$ cat config.mk
export PLATFORM = sky130hd
export DESIGN_NAME = viewport_zoom_pan_clamp
export DESIGN_NICKNAME = d
export VERILOG_FILES = /design/src/vzp_pkg.sv /design/src/vzp_regs.sv /design/src/vzp_mul.sv /design/src/vzp_div.sv /design/src/viewport_zoom_pan_clamp.sv
export SDC_FILE = /design/constraint.sdc
export NUM_CORES = 2
export LEC_CHECK = 0
export ABC_CLOCK_PERIOD_IN_PS = 12400
export BUFFER_PORTS_ARGS = -buffer_cell sky130_fd_sc_hd__buf_2
export CORE_MARGIN = 2
export CORE_UTILIZATION = 29
export CTS_CLUSTER_DIAMETER = 30
export CTS_CLUSTER_SIZE = 30
export DETAILED_ROUTE_END_ITERATION = 10
export HOLD_SLACK_MARGIN = 0.08
export MAX_ROUTING_LAYER = met4
export PLACE_DENSITY = 0.56
export SYNTH_ARGS = -nofsm -noshare
export SYNTH_HDL_FRONTEND = slang
export SYNTH_SLANG_ARGS = --single-unit
$ cat constraint.sdc
create_clock -name i_clk -period 12.4 [get_ports i_clk]
set_input_delay 0.62 -clock i_clk [delete_from_list [all_inputs] [get_ports i_clk]]
set_output_delay 0.62 -clock i_clk [all_outputs]
set_load 0.05 [all_outputs]
$ cat src/vzp_pkg.sv
package vzp_pkg;

    // Field widths
    localparam int COORD_W   = 24;
    localparam int ZOOM_W    = 16;
    localparam int SIZE_W    = 24;
    localparam int INSET_W   = 2 * SIZE_W;
    localparam int FRAC_W    = 8;
    localparam int REQ_W     = 2;

    // Serial multiplier / divider widths
    localparam int MCAND_W   = (COORD_W + 1 > SIZE_W) ? COORD_W + 1 : SIZE_W;
    localparam int PROD_W    = MCAND_W + ZOOM_W;
    localparam int SCALED_W  = PROD_W - FRAC_W;
    localparam int WIDE_W    = PROD_W + 2;
    localparam int MUL_CNT_W = $clog2(ZOOM_W + 1);
    localparam int DIV_CNT_W = $clog2(PROD_W + 1);

    // Register port
    localparam int APB_DW    = 64;
    localparam int REG_IDX_W = 3;
    localparam int REG_LSB   = 3;
    localparam int PADDR_W   = REG_IDX_W + REG_LSB;

    // Zoom constants, Q8.8
    localparam logic [ZOOM_W-1:0] ZOOM_ONE     = ZOOM_W'(1 << FRAC_W);
    localparam logic [ZOOM_W-1:0] ZOOM_MAX_RST = ZOOM_W'(4 << FRAC_W);

    typedef logic signed [COORD_W-1:0] t_coord;
    typedef logic [ZOOM_W-1:0]         t_zoom;
    typedef logic [SIZE_W-1:0]         t_size;
    typedef logic [INSET_W-1:0]        t_inset;
    typedef logic [MCAND_W-1:0]        t_mcand;
    typedef logic [PROD_W-1:0]         t_prod;
    typedef logic signed [WIDE_W-1:0]  t_wide;

    typedef enum logic [REQ_W-1:0] {
        REQ_PAN        = 2'd0,
        REQ_PINCH      = 2'd1,
        REQ_SET_ZOOM   = 2'd2,
        REQ_SET_OFFSET = 2'd3
    } t_req;

    typedef enum logic [REG_IDX_W-1:0] {
        REG_BOUNDS_W   = 3'd0,
        REG_BOUNDS_H   = 3'd1,
        REG_CONTENT_W  = 3'd2,
        REG_CONTENT_H  = 3'd3,
        REG_INSET_H    = 3'd4,
        REG_INSET_V    = 3'd5,
        REG_ZOOM_MIN   = 3'd6,
        REG_ZOOM_MAX   = 3'd7
    } t_reg_idx;

    typedef struct packed {
        t_size  bounds_width;
        t_size  bounds_height;
        t_size  content_width;
        t_size  content_height;
        t_inset inset_horiz;
        t_inset inset_vert;
        t_zoom  zoom_min;
        t_zoom  zoom_max;
    } t_cfg;

    typedef enum logic [4:0] {
        S_IDLE,
        S_ZM_GO,
        S_ZM_WAIT,
        S_ZCLAMP,
        S_PSUB,
        S_PM_GO,
        S_PM_WAIT,
        S_PD_GO,
        S_PD_WAIT,
        S_PFIX,
        S_SM_GO,
        S_SM_WAIT,
        S_CA,
        S_CB,
        S_CC,
        S_CD,
        S_OUT
    } t_state;

endpackage

$ cat src/vzp_regs.sv
module vzp_regs (
    input  logic                        i_clk,
    input  logic                        i_rst_n,
    input  logic                        psel,
    input  logic                        penable,
    input  logic                        pwrite,
    input  logic [vzp_pkg::PADDR_W-1:0] paddr,
    input  logic [vzp_pkg::APB_DW-1:0]  pwdata,
    output logic [vzp_pkg::APB_DW-1:0]  prdata,
    output logic                        pready,
    output vzp_pkg::t_cfg               o_cfg
);
    import vzp_pkg::*;

    t_cfg     r_cfg;
    t_reg_idx idx;
    logic     wr;

    assign idx    = t_reg_idx'(paddr[PADDR_W-1:REG_LSB]);
    assign wr     = psel && penable && pwrite;
    assign pready = 1'b1;
    assign o_cfg  = r_cfg;

    // Write on the access phase of a transfer
    always_ff @(posedge i_clk) begin
        if (!i_rst_n) begin
            r_cfg.bounds_width   <= '0;
            r_cfg.bounds_height  <= '0;
            r_cfg.content_width  <= '0;
            r_cfg.content_height <= '0;
            r_cfg.inset_horiz    <= '0;
            r_cfg.inset_vert     <= '0;
            r_cfg.zoom_min       <= ZOOM_ONE;
            r_cfg.zoom_max       <= ZOOM_MAX_RST;
        end else if (wr) begin
            unique case (idx)
                REG_BOUNDS_W:  r_cfg.bounds_width   <= pwdata[SIZE_W-1:0];
                REG_BOUNDS_H:  r_cfg.bounds_height  <= pwdata[SIZE_W-1:0];
                REG_CONTENT_W: r_cfg.content_width  <= pwdata[SIZE_W-1:0];
                REG_CONTENT_H: r_cfg.content_height <= pwdata[SIZE_W-1:0];
                REG_INSET_H:   r_cfg.inset_horiz    <= pwdata[INSET_W-1:0];
                REG_INSET_V:   r_cfg.inset_vert     <= pwdata[INSET_W-1:0];
                REG_ZOOM_MIN:  r_cfg.zoom_min       <= pwdata[ZOOM_W-1:0];
                REG_ZOOM_MAX:  r_cfg.zoom_max       <= pwdata[ZOOM_W-1:0];
            endcase
        end
    end

    // Read back
    always_comb begin
        prdata = '0;
        unique case (idx)
            REG_BOUNDS_W:  prdata = APB_DW'(r_cfg.bounds_width);
            REG_BOUNDS_H:  prdata = APB_DW'(r_cfg.bounds_height);
            REG_CONTENT_W: prdata = APB_DW'(r_cfg.content_width);
            REG_CONTENT_H: prdata = APB_DW'(r_cfg.content_height);
            REG_INSET_H:   prdata = APB_DW'(r_cfg.inset_horiz);
            REG_INSET_V:   prdata = APB_DW'(r_cfg.inset_vert);
            REG_ZOOM_MIN:  prdata = APB_DW'(r_cfg.zoom_min);
            REG_ZOOM_MAX:  prdata = APB_DW'(r_cfg.zoom_max);
        endcase
    end

endmodule

$ cat src/vzp_mul.sv
module vzp_mul (
    input  logic                 i_clk,
    input  logic                 i_rst_n,
    input  logic                 i_start,
    input  vzp_pkg::t_mcand      i_mcand,
    input  vzp_pkg::t_zoom       i_mplier,
    output logic                 o_done,
    output vzp_pkg::t_prod       o_prod
);
    import vzp_pkg::*;

    logic                 r_busy;
    logic                 r_done;
    logic [MUL_CNT_W-1:0] r_cnt;
    t_mcand               r_a;
    t_prod                r_acc;
    logic [MCAND_W:0]     sum;

    // Add the multiplicand when the low multiplier bit is set
    assign sum = {1'b0, r_acc[PROD_W-1:ZOOM_W]} + (r_acc[0] ? {1'b0, r_a} : '0);

    assign o_done = r_done;
    assign o_prod = r_acc;

    // Control: one multiplier bit per cycle
    always_ff @(posedge i_clk) begin
        if (!i_rst_n) begin
            r_busy <= 1'b0;
            r_done <= 1'b0;
            r_cnt  <= '0;
        end else begin
            r_done <= r_busy && (r_cnt == MUL_CNT_W'(1));
            if (i_start) begin
                r_busy <= 1'b1;
                r_cnt  <= MUL_CNT_W'(ZOOM_W);
            end else if (r_busy) begin
                r_cnt <= r_cnt - MUL_CNT_W'(1);
                if (r_cnt == MUL_CNT_W'(1)) begin
                    r_busy <= 1'b0;
                end
            end
        end
    end

    // Shift the accumulator right as partial products enter at the top
    always_ff @(posedge i_clk) begin
        if (i_start) begin
            r_a   <= i_mcand;
            r_acc <= {{MCAND_W{1'b0}}, i_mplier};
        end else if (r_busy) begin
            r_acc <= {sum, r_acc[ZOOM_W-1:1]};
        end
    end

endmodule

$ cat src/vzp_div.sv
module vzp_div (
    input  logic                 i_clk,
    input  logic                 i_rst_n,
    input  logic                 i_start,
    input  vzp_pkg::t_prod       i_dividend,
    input  vzp_pkg::t_zoom       i_divisor,
    output logic                 o_done,
    output vzp_pkg::t_prod       o_quot
);
    import vzp_pkg::*;

    logic                 r_busy;
    logic                 r_done;
    logic [DIV_CNT_W-1:0] r_cnt;
    t_zoom                r_d;
    t_zoom                r_rem;
    t_prod                r_q;
    logic [ZOOM_W:0]      shifted;
    logic [ZOOM_W:0]      diff;
    logic                 ge;

    // Restoring step: bring down the next dividend bit and try a subtract
    assign shifted = {r_rem, r_q[PROD_W-1]};
    assign diff    = shifted - {1'b0, r_d};
    assign ge      = shifted >= {1'b0, r_d};

    assign o_done = r_done;
    assign o_quot = r_q;

    always_ff @(posedge i_clk) begin
        if (!i_rst_n) begin
            r_busy <= 1'b0;
            r_done <= 1'b0;
            r_cnt  <= '0;
        end else begin
            r_done <= r_busy && (r_cnt == DIV_CNT_W'(1));
            if (i_start) begin
                r_busy <= 1'b1;
                r_cnt  <= DIV_CNT_W'(PROD_W);
            end else if (r_busy) begin
                r_cnt <= r_cnt - DIV_CNT_W'(1);
                if (r_cnt == DIV_CNT_W'(1)) begin
                    r_busy <= 1'b0;
                end
            end
        end
    end

    // Quotient bits shift in where dividend bits shift out
    always_ff @(posedge i_clk) begin
        if (i_start) begin
            r_d   <= i_divisor;
            r_rem <= '0;
            r_q   <= i_dividend;
        end else if (r_busy) begin
            r_rem <= ge ? diff[ZOOM_W-1:0] : shifted[ZOOM_W-1:0];
            r_q   <= {r_q[PROD_W-2:0], ge};
        end
    end

endmodule

$ cat src/viewport_zoom_pan_clamp.sv
// Viewport zoom/pan controller. One request is taken at a time: o_stall is
// high from the cycle after a transfer until its result has been placed in
// the output register, which holds while i_stall is high. A pan, set-zoom or
// set-offset result shows as the input reopens; per axis it takes one pass
// of the 16-step serial multiplier (scaled content size) and four clamp
// states, then the output register is loaded. A pinch first runs a
// multiplier pass and clamp for the new zoom, then per axis a subtract
// state, one multiplier pass, one pass of the 41-step restoring divider
// and a fix-up state. While an earlier result is still stalled, the next
// one waits to be loaded. Registers sit at byte address 8*index on the
// APB port; writes take effect at once and should be made while no request
// is open.
module viewport_zoom_pan_clamp (
    input  logic                        i_clk,
    input  logic                        i_rst_n,

    input  logic                        psel,
    input  logic                        penable,
    input  logic                        pwrite,
    input  logic [vzp_pkg::PADDR_W-1:0] paddr,
    input  logic [vzp_pkg::APB_DW-1:0]  pwdata,
    output logic [vzp_pkg::APB_DW-1:0]  prdata,
    output logic                        pready,

    input  logic                        i_valid,
    output logic                        o_stall,
    input  logic [vzp_pkg::REQ_W-1:0]   i_req_type,
    input  vzp_pkg::t_coord             i_delta_x,
    input  vzp_pkg::t_coord             i_delta_y,
    input  vzp_pkg::t_coord             i_center_x,
    input  vzp_pkg::t_coord             i_center_y,
    input  vzp_pkg::t_zoom              i_scale_factor,
    input  vzp_pkg::t_zoom              i_zoom_value,
    input  vzp_pkg::t_coord             i_new_offset_x,
    input  vzp_pkg::t_coord             i_new_offset_y,

    output logic                        o_valid,
    input  logic                        i_stall,
    output vzp_pkg::t_coord             o_view_offset_x,
    output vzp_pkg::t_coord             o_view_offset_y,
    output vzp_pkg::t_zoom              o_view_zoom
);
    import vzp_pkg::*;

    typedef logic signed [MCAND_W-1:0] t_sdiff;

    localparam t_wide SAT_HI = {{(WIDE_W-COORD_W+1){1'b0}}, {(COORD_W-1){1'b1}}};
    localparam t_wide SAT_LO = {{(WIDE_W-COORD_W+1){1'b1}}, {(COORD_W-1){1'b0}}};

    function automatic t_wide sext_c(input t_coord v);
        return {{(WIDE_W-COORD_W){v[COORD_W-1]}}, v};
    endfunction

    function automatic t_wide zext_s(input t_size v);
        return {{(WIDE_W-SIZE_W){1'b0}}, v};
    endfunction

    // Limit to [max(zmin,1), zmax], the lower bound winning
    function automatic t_zoom clamp_zoom(input logic [SCALED_W-1:0] z,
                                         input t_zoom zmin, input t_zoom zmax);
        logic [SCALED_W-1:0] lo;
        logic [SCALED_W-1:0] hi;
        logic [SCALED_W-1:0] zc;
        lo = (zmin == '0) ? SCALED_W'(1) : SCALED_W'(zmin);
        hi = SCALED_W'(zmax);
        zc = (z > hi) ? hi : z;
        zc = (zc < lo) ? lo : zc;
        return zc[ZOOM_W-1:0];
    endfunction

    t_cfg   cfg;
    t_state r_state, n_state;
    logic   r_axis;
    t_zoom  r_zoom, r_znew;
    t_coord r_ox, r_oy;
    t_coord r_cx, r_cy;
    t_zoom  r_scale;
    t_wide  r_wx, r_wy;
    t_sdiff r_diff;
    t_wide  r_t1, r_iab, r_lo, r_hi, r_cl;
    logic   r_o_valid;
    t_coord r_out_x, r_out_y;
    t_zoom  r_out_z;

    logic   mul_start, mul_done, div_start, div_done;
    t_mcand mul_a;
    t_zoom  mul_b;
    t_prod  mul_prod, div_quot;
    logic   accept, out_load;
    t_req   req;

    t_size  b_sel, cont_sel, ia_sel, ib_sel;
    t_inset ins_sel;
    t_coord c_sel, o_sel;
    t_wide  w_sel, s_w, q_w, c_w, rnd, half, sat_val;
    t_mcand diff_mag;
    logic   narrow;

    vzp_regs u_regs (
        .i_clk   (i_clk),
        .i_rst_n (i_rst_n),
        .psel    (psel),
        .penable (penable),
        .pwrite  (pwrite),
        .paddr   (paddr),
        .pwdata  (pwdata),
        .prdata  (prdata),
        .pready  (pready),
        .o_cfg   (cfg)
    );

    vzp_mul u_mul (
        .i_clk    (i_clk),
        .i_rst_n  (i_rst_n),
        .i_start  (mul_start),
        .i_mcand  (mul_a),
        .i_mplier (mul_b),
        .o_done   (mul_done),
        .o_prod   (mul_prod)
    );

    vzp_div u_div (
        .i_clk      (i_clk),
        .i_rst_n    (i_rst_n),
        .i_start    (div_start),
        .i_dividend (mul_prod),
        .i_divisor  (r_zoom),
        .o_done     (div_done),
        .o_quot     (div_quot)
    );

    assign req    = t_req'(i_req_type);
    assign accept = i_valid && !o_stall;

    // Per-axis operand selection
    assign b_sel    = r_axis ? cfg.bounds_height : cfg.bounds_width;
    assign cont_sel = r_axis ? cfg.content_height : cfg.content_width;
    assign ins_sel  = r_axis ? cfg.inset_vert : cfg.inset_horiz;
    assign ia_sel   = ins_sel[INSET_W-1:SIZE_W];
    assign ib_sel   = ins_sel[SIZE_W-1:0];
    assign c_sel    = r_axis ? r_cy : r_cx;
    assign o_sel    = r_axis ? r_oy : r_ox;
    assign w_sel    = r_axis ? r_wy : r_wx;

    // Arithmetic views
    assign s_w      = {{(WIDE_W-SCALED_W){1'b0}}, mul_prod[PROD_W-1:FRAC_W]};
    assign q_w      = {{(WIDE_W-PROD_W){1'b0}}, div_quot};
    assign c_w      = sext_c(c_sel);
    assign diff_mag = r_diff[MCAND_W-1] ? t_mcand'(-r_diff) : t_mcand'(r_diff);
    assign narrow   = r_t1 > r_iab;
    assign rnd      = {{(WIDE_W-1){1'b0}}, r_t1[WIDE_W-1] & r_t1[0]};
    assign half     = (r_t1 >>> 1) + rnd;
    assign sat_val  = (r_cl > SAT_HI) ? SAT_HI : ((r_cl < SAT_LO) ? SAT_LO : r_cl);

    // Next state
    always_comb begin
        n_state = r_state;
        unique case (r_state)
            S_IDLE:    if (i_valid) n_state = (req == REQ_PINCH) ? S_ZM_GO : S_SM_GO;
            S_ZM_GO:   n_state = S_ZM_WAIT;
            S_ZM_WAIT: if (mul_done) n_state = S_ZCLAMP;
            S_ZCLAMP:  n_state = S_PSUB;
            S_PSUB:    n_state = S_PM_GO;
            S_PM_GO:   n_state = S_PM_WAIT;
            S_PM_WAIT: if (mul_done) n_state = S_PD_GO;
            S_PD_GO:   n_state = S_PD_WAIT;
            S_PD_WAIT: if (div_done) n_state = S_PFIX;
            S_PFIX:    n_state = r_axis ? S_SM_GO : S_PSUB;
            S_SM_GO:   n_state = S_SM_WAIT;
            S_SM_WAIT: if (mul_done) n_state = S_CA;
            S_CA:      n_state = S_CB;
            S_CB:      n_state = S_CC;
            S_CC:      n_state = S_CD;
            S_CD:      n_state = r_axis ? S_OUT : S_SM_GO;
            S_OUT:     if (!r_o_valid || !i_stall) n_state = S_IDLE;
        endcase
    end

    // State outputs: unit launches and handshake
    always_comb begin
        o_stall   = 1'b1;
        mul_start = 1'b0;
        mul_a     = '0;
        mul_b     = '0;
        div_start = 1'b0;
        out_load  = 1'b0;
        unique case (r_state)
            S_IDLE: o_stall = 1'b0;
            S_ZM_GO: begin
                mul_start = 1'b1;
                mul_a     = {{(MCAND_W-ZOOM_W){1'b0}}, r_zoom};
                mul_b     = r_scale;
            end
            S_PM_GO: begin
                mul_start = 1'b1;
                mul_a     = diff_mag;
                mul_b     = r_znew;
            end
            S_SM_GO: begin
                mul_start = 1'b1;
                mul_a     = {{(MCAND_W-SIZE_W){1'b0}}, cont_sel};
                mul_b     = r_znew;
            end
            S_PD_GO: div_start = 1'b1;
            S_OUT:   out_load  = !r_o_valid || !i_stall;
            default: ;
        endcase
    end

    // Control and architectural state
    always_ff @(posedge i_clk) begin
        if (!i_rst_n) begin
            r_state   <= S_IDLE;
            r_axis    <= 1'b0;
            r_zoom    <= ZOOM_ONE;
            r_ox      <= '0;
            r_oy      <= '0;
            r_o_valid <= 1'b0;
        end else begin
            r_state <= n_state;
            if (accept) begin
                r_axis <= 1'b0;
            end else if (r_state == S_PFIX || r_state == S_CD) begin
                r_axis <= !r_axis;
            end
            if (r_state == S_CD) begin
                if (r_axis) begin
                    r_oy <= sat_val[COORD_W-1:0];
                end else begin
                    r_ox <= sat_val[COORD_W-1:0];
                end
            end
            if (out_load) begin
                r_zoom    <= r_znew;
                r_o_valid <= 1'b1;
            end else if (!i_stall) begin
                r_o_valid <= 1'b0;
            end
        end
    end

    // Datapath registers
    always_ff @(posedge i_clk) begin
        if (accept) begin
            r_cx    <= i_center_x;
            r_cy    <= i_center_y;
            r_scale <= i_scale_factor;
            unique case (req)
                REQ_PAN: begin
                    r_znew <= r_zoom;
                    r_wx   <= sext_c(r_ox) + sext_c(i_delta_x);
                    r_wy   <= sext_c(r_oy) + sext_c(i_delta_y);
                end
                REQ_SET_ZOOM: begin
                    r_znew <= clamp_zoom({{(SCALED_W-ZOOM_W){1'b0}}, i_zoom_value},
                                         cfg.zoom_min, cfg.zoom_max);
                    r_wx   <= sext_c(r_ox);
                    r_wy   <= sext_c(r_oy);
                end
                REQ_SET_OFFSET: begin
                    r_znew <= r_zoom;
                    r_wx   <= sext_c(i_new_offset_x);
                    r_wy   <= sext_c(i_new_offset_y);
                end
                REQ_PINCH: begin
                    r_znew <= r_zoom;
                    r_wx   <= sext_c(r_ox);
                    r_wy   <= sext_c(r_oy);
                end
            endcase
        end

        unique case (r_state)
            S_ZCLAMP: r_znew <= clamp_zoom(mul_prod[PROD_W-1:FRAC_W],
                                           cfg.zoom_min, cfg.zoom_max);
            S_PSUB: begin
                r_diff <= {{(MCAND_W-COORD_W){c_sel[COORD_W-1]}}, c_sel}
                        - {{(MCAND_W-COORD_W){o_sel[COORD_W-1]}}, o_sel};
            end
            S_PFIX: begin
                // undo the sign taken off before the divide
                if (r_axis) begin
                    r_wy <= r_diff[MCAND_W-1] ? c_w + q_w : c_w - q_w;
                end else begin
                    r_wx <= r_diff[MCAND_W-1] ? c_w + q_w : c_w - q_w;
                end
            end
            S_CA: begin
                r_t1  <= zext_s(b_sel) - s_w;
                r_iab <= zext_s(ia_sel) + zext_s(ib_sel);
            end
            S_CB: begin
                // narrow content centers, otherwise limit to the scroll range
                r_lo <= narrow ? half : r_t1 - zext_s(ib_sel);
                r_hi <= narrow ? half : zext_s(ia_sel);
            end
            S_CC: begin
                r_cl <= (w_sel < r_lo) ? r_lo : ((w_sel > r_hi) ? r_hi : w_sel);
            end
            default: ;
        endcase

        if (out_load) begin
            r_out_x <= r_ox;
            r_out_y <= r_oy;
            r_out_z <= r_znew;
        end
    end

    assign o_valid         = r_o_valid;
    assign o_view_offset_x = r_out_x;
    assign o_view_offset_y = r_out_y;
    assign o_view_zoom     = r_out_z;

endmodule

==> flow_summary.ini <==
[status]
outcome = completed

[worst_setup_path]
crit_family = simple AND/OR/NAND/NOR gates
path_cells = inv_1 -> ha_1 -> nand4_1 -> or4_1 -> or2_2 -> nand2_1 -> mux2_2 -> ha_1 -> a21oi_1 -> nor2b_1 -> o21ai_0 -> a21oi_1 -> o2111a_1 -> or4_1 -> a21oi_1 -> buf_4 -> mux2_2 -> a21oi_1 -> a21oi_1
crit_buf_inv = 2
critPathMostFrequentCell = a21oi_1
ff2ff_path_depth = 19
critPathMaxFanout = 16
crit_type = reg -> reg
critPathSlowestCell = nand2_1
endpoint_kind = register
start_kind = register
max_stage_delay_ns = 0.57
crit_arrival_ns = 6.43
required_ns = 12.92
worstSetupPathDepth = 19

[routing]
routed_wire_length_per_instance_um = 22.1
initialDrtViolationCount = 4373
vias = 47700
drc_errors = 0
antenna_left = 0
vias_per_cell = 5.23
dr.pass1.iters = 6
routed_wl_mm = 202

[floorplanning]
die_h_um = 440
start_util = 0.293
dieWidth_um = 440
fp.dieArea_um2 = 193000
rows = 159
coreArea_um2 = 188000
io_pins = 386

[grt]
grt_pass1_vias = 45500
grt_max_degree = 116
antenna_found_initial = 19
grt_pass1_wl_mm = 295
overflow = 0
grt_usage = 0.208

[synthesis]
synth_seq_cells = 875
yosysUniqueCellTypes = 81
synthFlopType = edfxtp_1
syn_area_um2 = 55100
async_reset_ff_frac = 0
avgSynthCellArea_um2 = 9.21
synth_cells = 5984
ys_seq_area_frac = 0.397
synth_edf_count = 438
yosys_warnings = 0

[cts]
cts_hold_buf = 109
root_buffer = clkbuf_16
cts_sinks = 875
cts_tree = done
post_cts_resized = 0
post_cts_buffers = 0
h-tree-depth = 4
clk_latency_ns = 0.87
cts_buffers = 221
clockBufferDepth = 3
path_clk_slew_ns = 0.05

[timing]
finClkSkew_ns = 0.102
fmax_mhz = 169
rsz0062_at_grt = no
finalCritPeriodShare = 0.476
timing.slew.headroom = 0.190
slew_viol_final = 0
post-route-min-period_ns = 5.91
tns_ns = 0
worst_slew_pin_slew_ns = 1.21
hold_viol = 0
setup_viol = 0

[placement]
dpl.hpwl_mm = 151
place.gp.congestion = 0.955
io_buffers = 349

[power]
total_power_uw = 13700
ir_worst_vdd_mv = 0.147
power_density_nw_per_um2 = 200
total_leakage_power_uw = 0.0279

[hold_path]
hold_depth = 3
hold_class = in -> reg

[run]
drv_cap = 0

[cells_and_area]
area_growth_pct = 24.1
layout_commonest_cell = nand2_1
drive_gt1_frac = 0.156
multi_input_area_um2 = 30900
layout_common_cells = 829 x nand2_1, 453 x a21oi_1, 438 x edfxtp_1
nets = 7081
fillers = 19000
ff_latch_area_um2 = 21900
synthesized netlist by cell type, types with 168 or more instances:
master | number | share of area
nand2_1 | 833 | 0.057
a21oi_1 | 453 | 0.041
edfxtp_1 | 438 | 0.24
dfxtp_1 | 437 | 0.16
ha_1 | 411 | 0.093
nor2_1 | 350 | 0.024
inv_1 | 303 | 0.021
o21ai_0 | 275 | 0.025
a21boi_0 | 258 | 0.035
clkbuf_1 | 248 | 0.017
mux2i_1 | 208 | 0.038
mux2_2 | 168 | 0.034
path summary, 6_finish.rpt:
check	start	end	slack, ns
setup reg to reg	u_regs.o_cfg[15]	r_znew[7]	6.49
hold reg to reg	r_zoom[2]	u_div.r_d[2]	0.47
setup / recovery	u_regs.o_cfg[15]	r_znew[7]	6.49
hold / removal	pwdata[1]	u_regs.o_cfg[153]	0.14
final cells by class:
type,instances,share of cell area
well taps,2495,0.0456
clock buffers,257,0.0852
clock inverters,164,0.0320
inverters,305,0.0168
repair buffers,513,0.0479
multi-input cells,4490,0.452
flip-flops and latches,875,0.320
diodes,10,0.000366
logic make-up (layout without fill, tap and decap cells):
family | Yosys count | after routing | synth area share
other cells | 2 | 28 | 0.000136
compound gates | 1688 | 1688 | 0.203
flops | 875 | 875 | 0.397
buf+inv | 635 | 1239 | 0.0453
simple gates | 1685 | 1685 | 0.136
mux | 381 | 381 | 0.0742
fa+ha+maj | 420 | 420 | 0.0966
xor+xnor | 298 | 298 | 0.0474
worst register-to-register path: cells and delay by family, from the launching register on:
kind | cells | cell delay, ns
AO/OA/AOI/OAI | 7 | 1.02
adder cells (fa/ha/maj) | 2 | 0.64
buffers and inverters | 2 | 0.45
flip-flops | 1 | 0.46
multiplexers | 2 | 0.83
AND/OR/NAND/NOR | 6 | 2.16
state kept, by name (all words and copies together), names as in the netlist, 24 cells and up:
register / flops
o_view_offset_x: 24
u_div.o_quot: 41
r_cx: 24
r_oy: 24
r_cy: 24
u_mul.r_a: 25
r_cl: 43
r_ox: 24
u_regs.o_cfg: 224
r_t1: 34
r_lo: 35
r_wx: 43
r_diff: 25
r_wy: 43
o_view_offset_y: 24
u_mul.o_prod: 41
r_hi: 34
r_iab: 25
layer usage:
metal	global-route usage	up-vias	part of all wire
met4	0.0744	0	0.036
met1	0.286	22900	0.46
met3	0.0370	344	0.074
met2	0.304	1860	0.43
li1	-	22500	-
met5	-	-	0
per-stage QoR:
stage	cells	area (µm²)	hold slack, ns	util	setup WS [ns]
floorplan	6000	55200	0.440	-	6.19
global placement	8569	59300	0.461	0.315	6.48
detailed placement	8569	59300	0.464	0.315	6.46
CTS	9099	68400	0.0810	0.363	6.53
global route	9108	68400	0.120	0.363	6.20
finish	9109	68400	0.144	0.363	6.49
where the power goes:
part | switching, µW | total (µW) | internal (µW)
logic | 2330 | 3770 | 1450
clock network | 1950 | 6060 | 4110
registers | 322 | 3860 | 3540
Power figures use the tool's default switching activity.
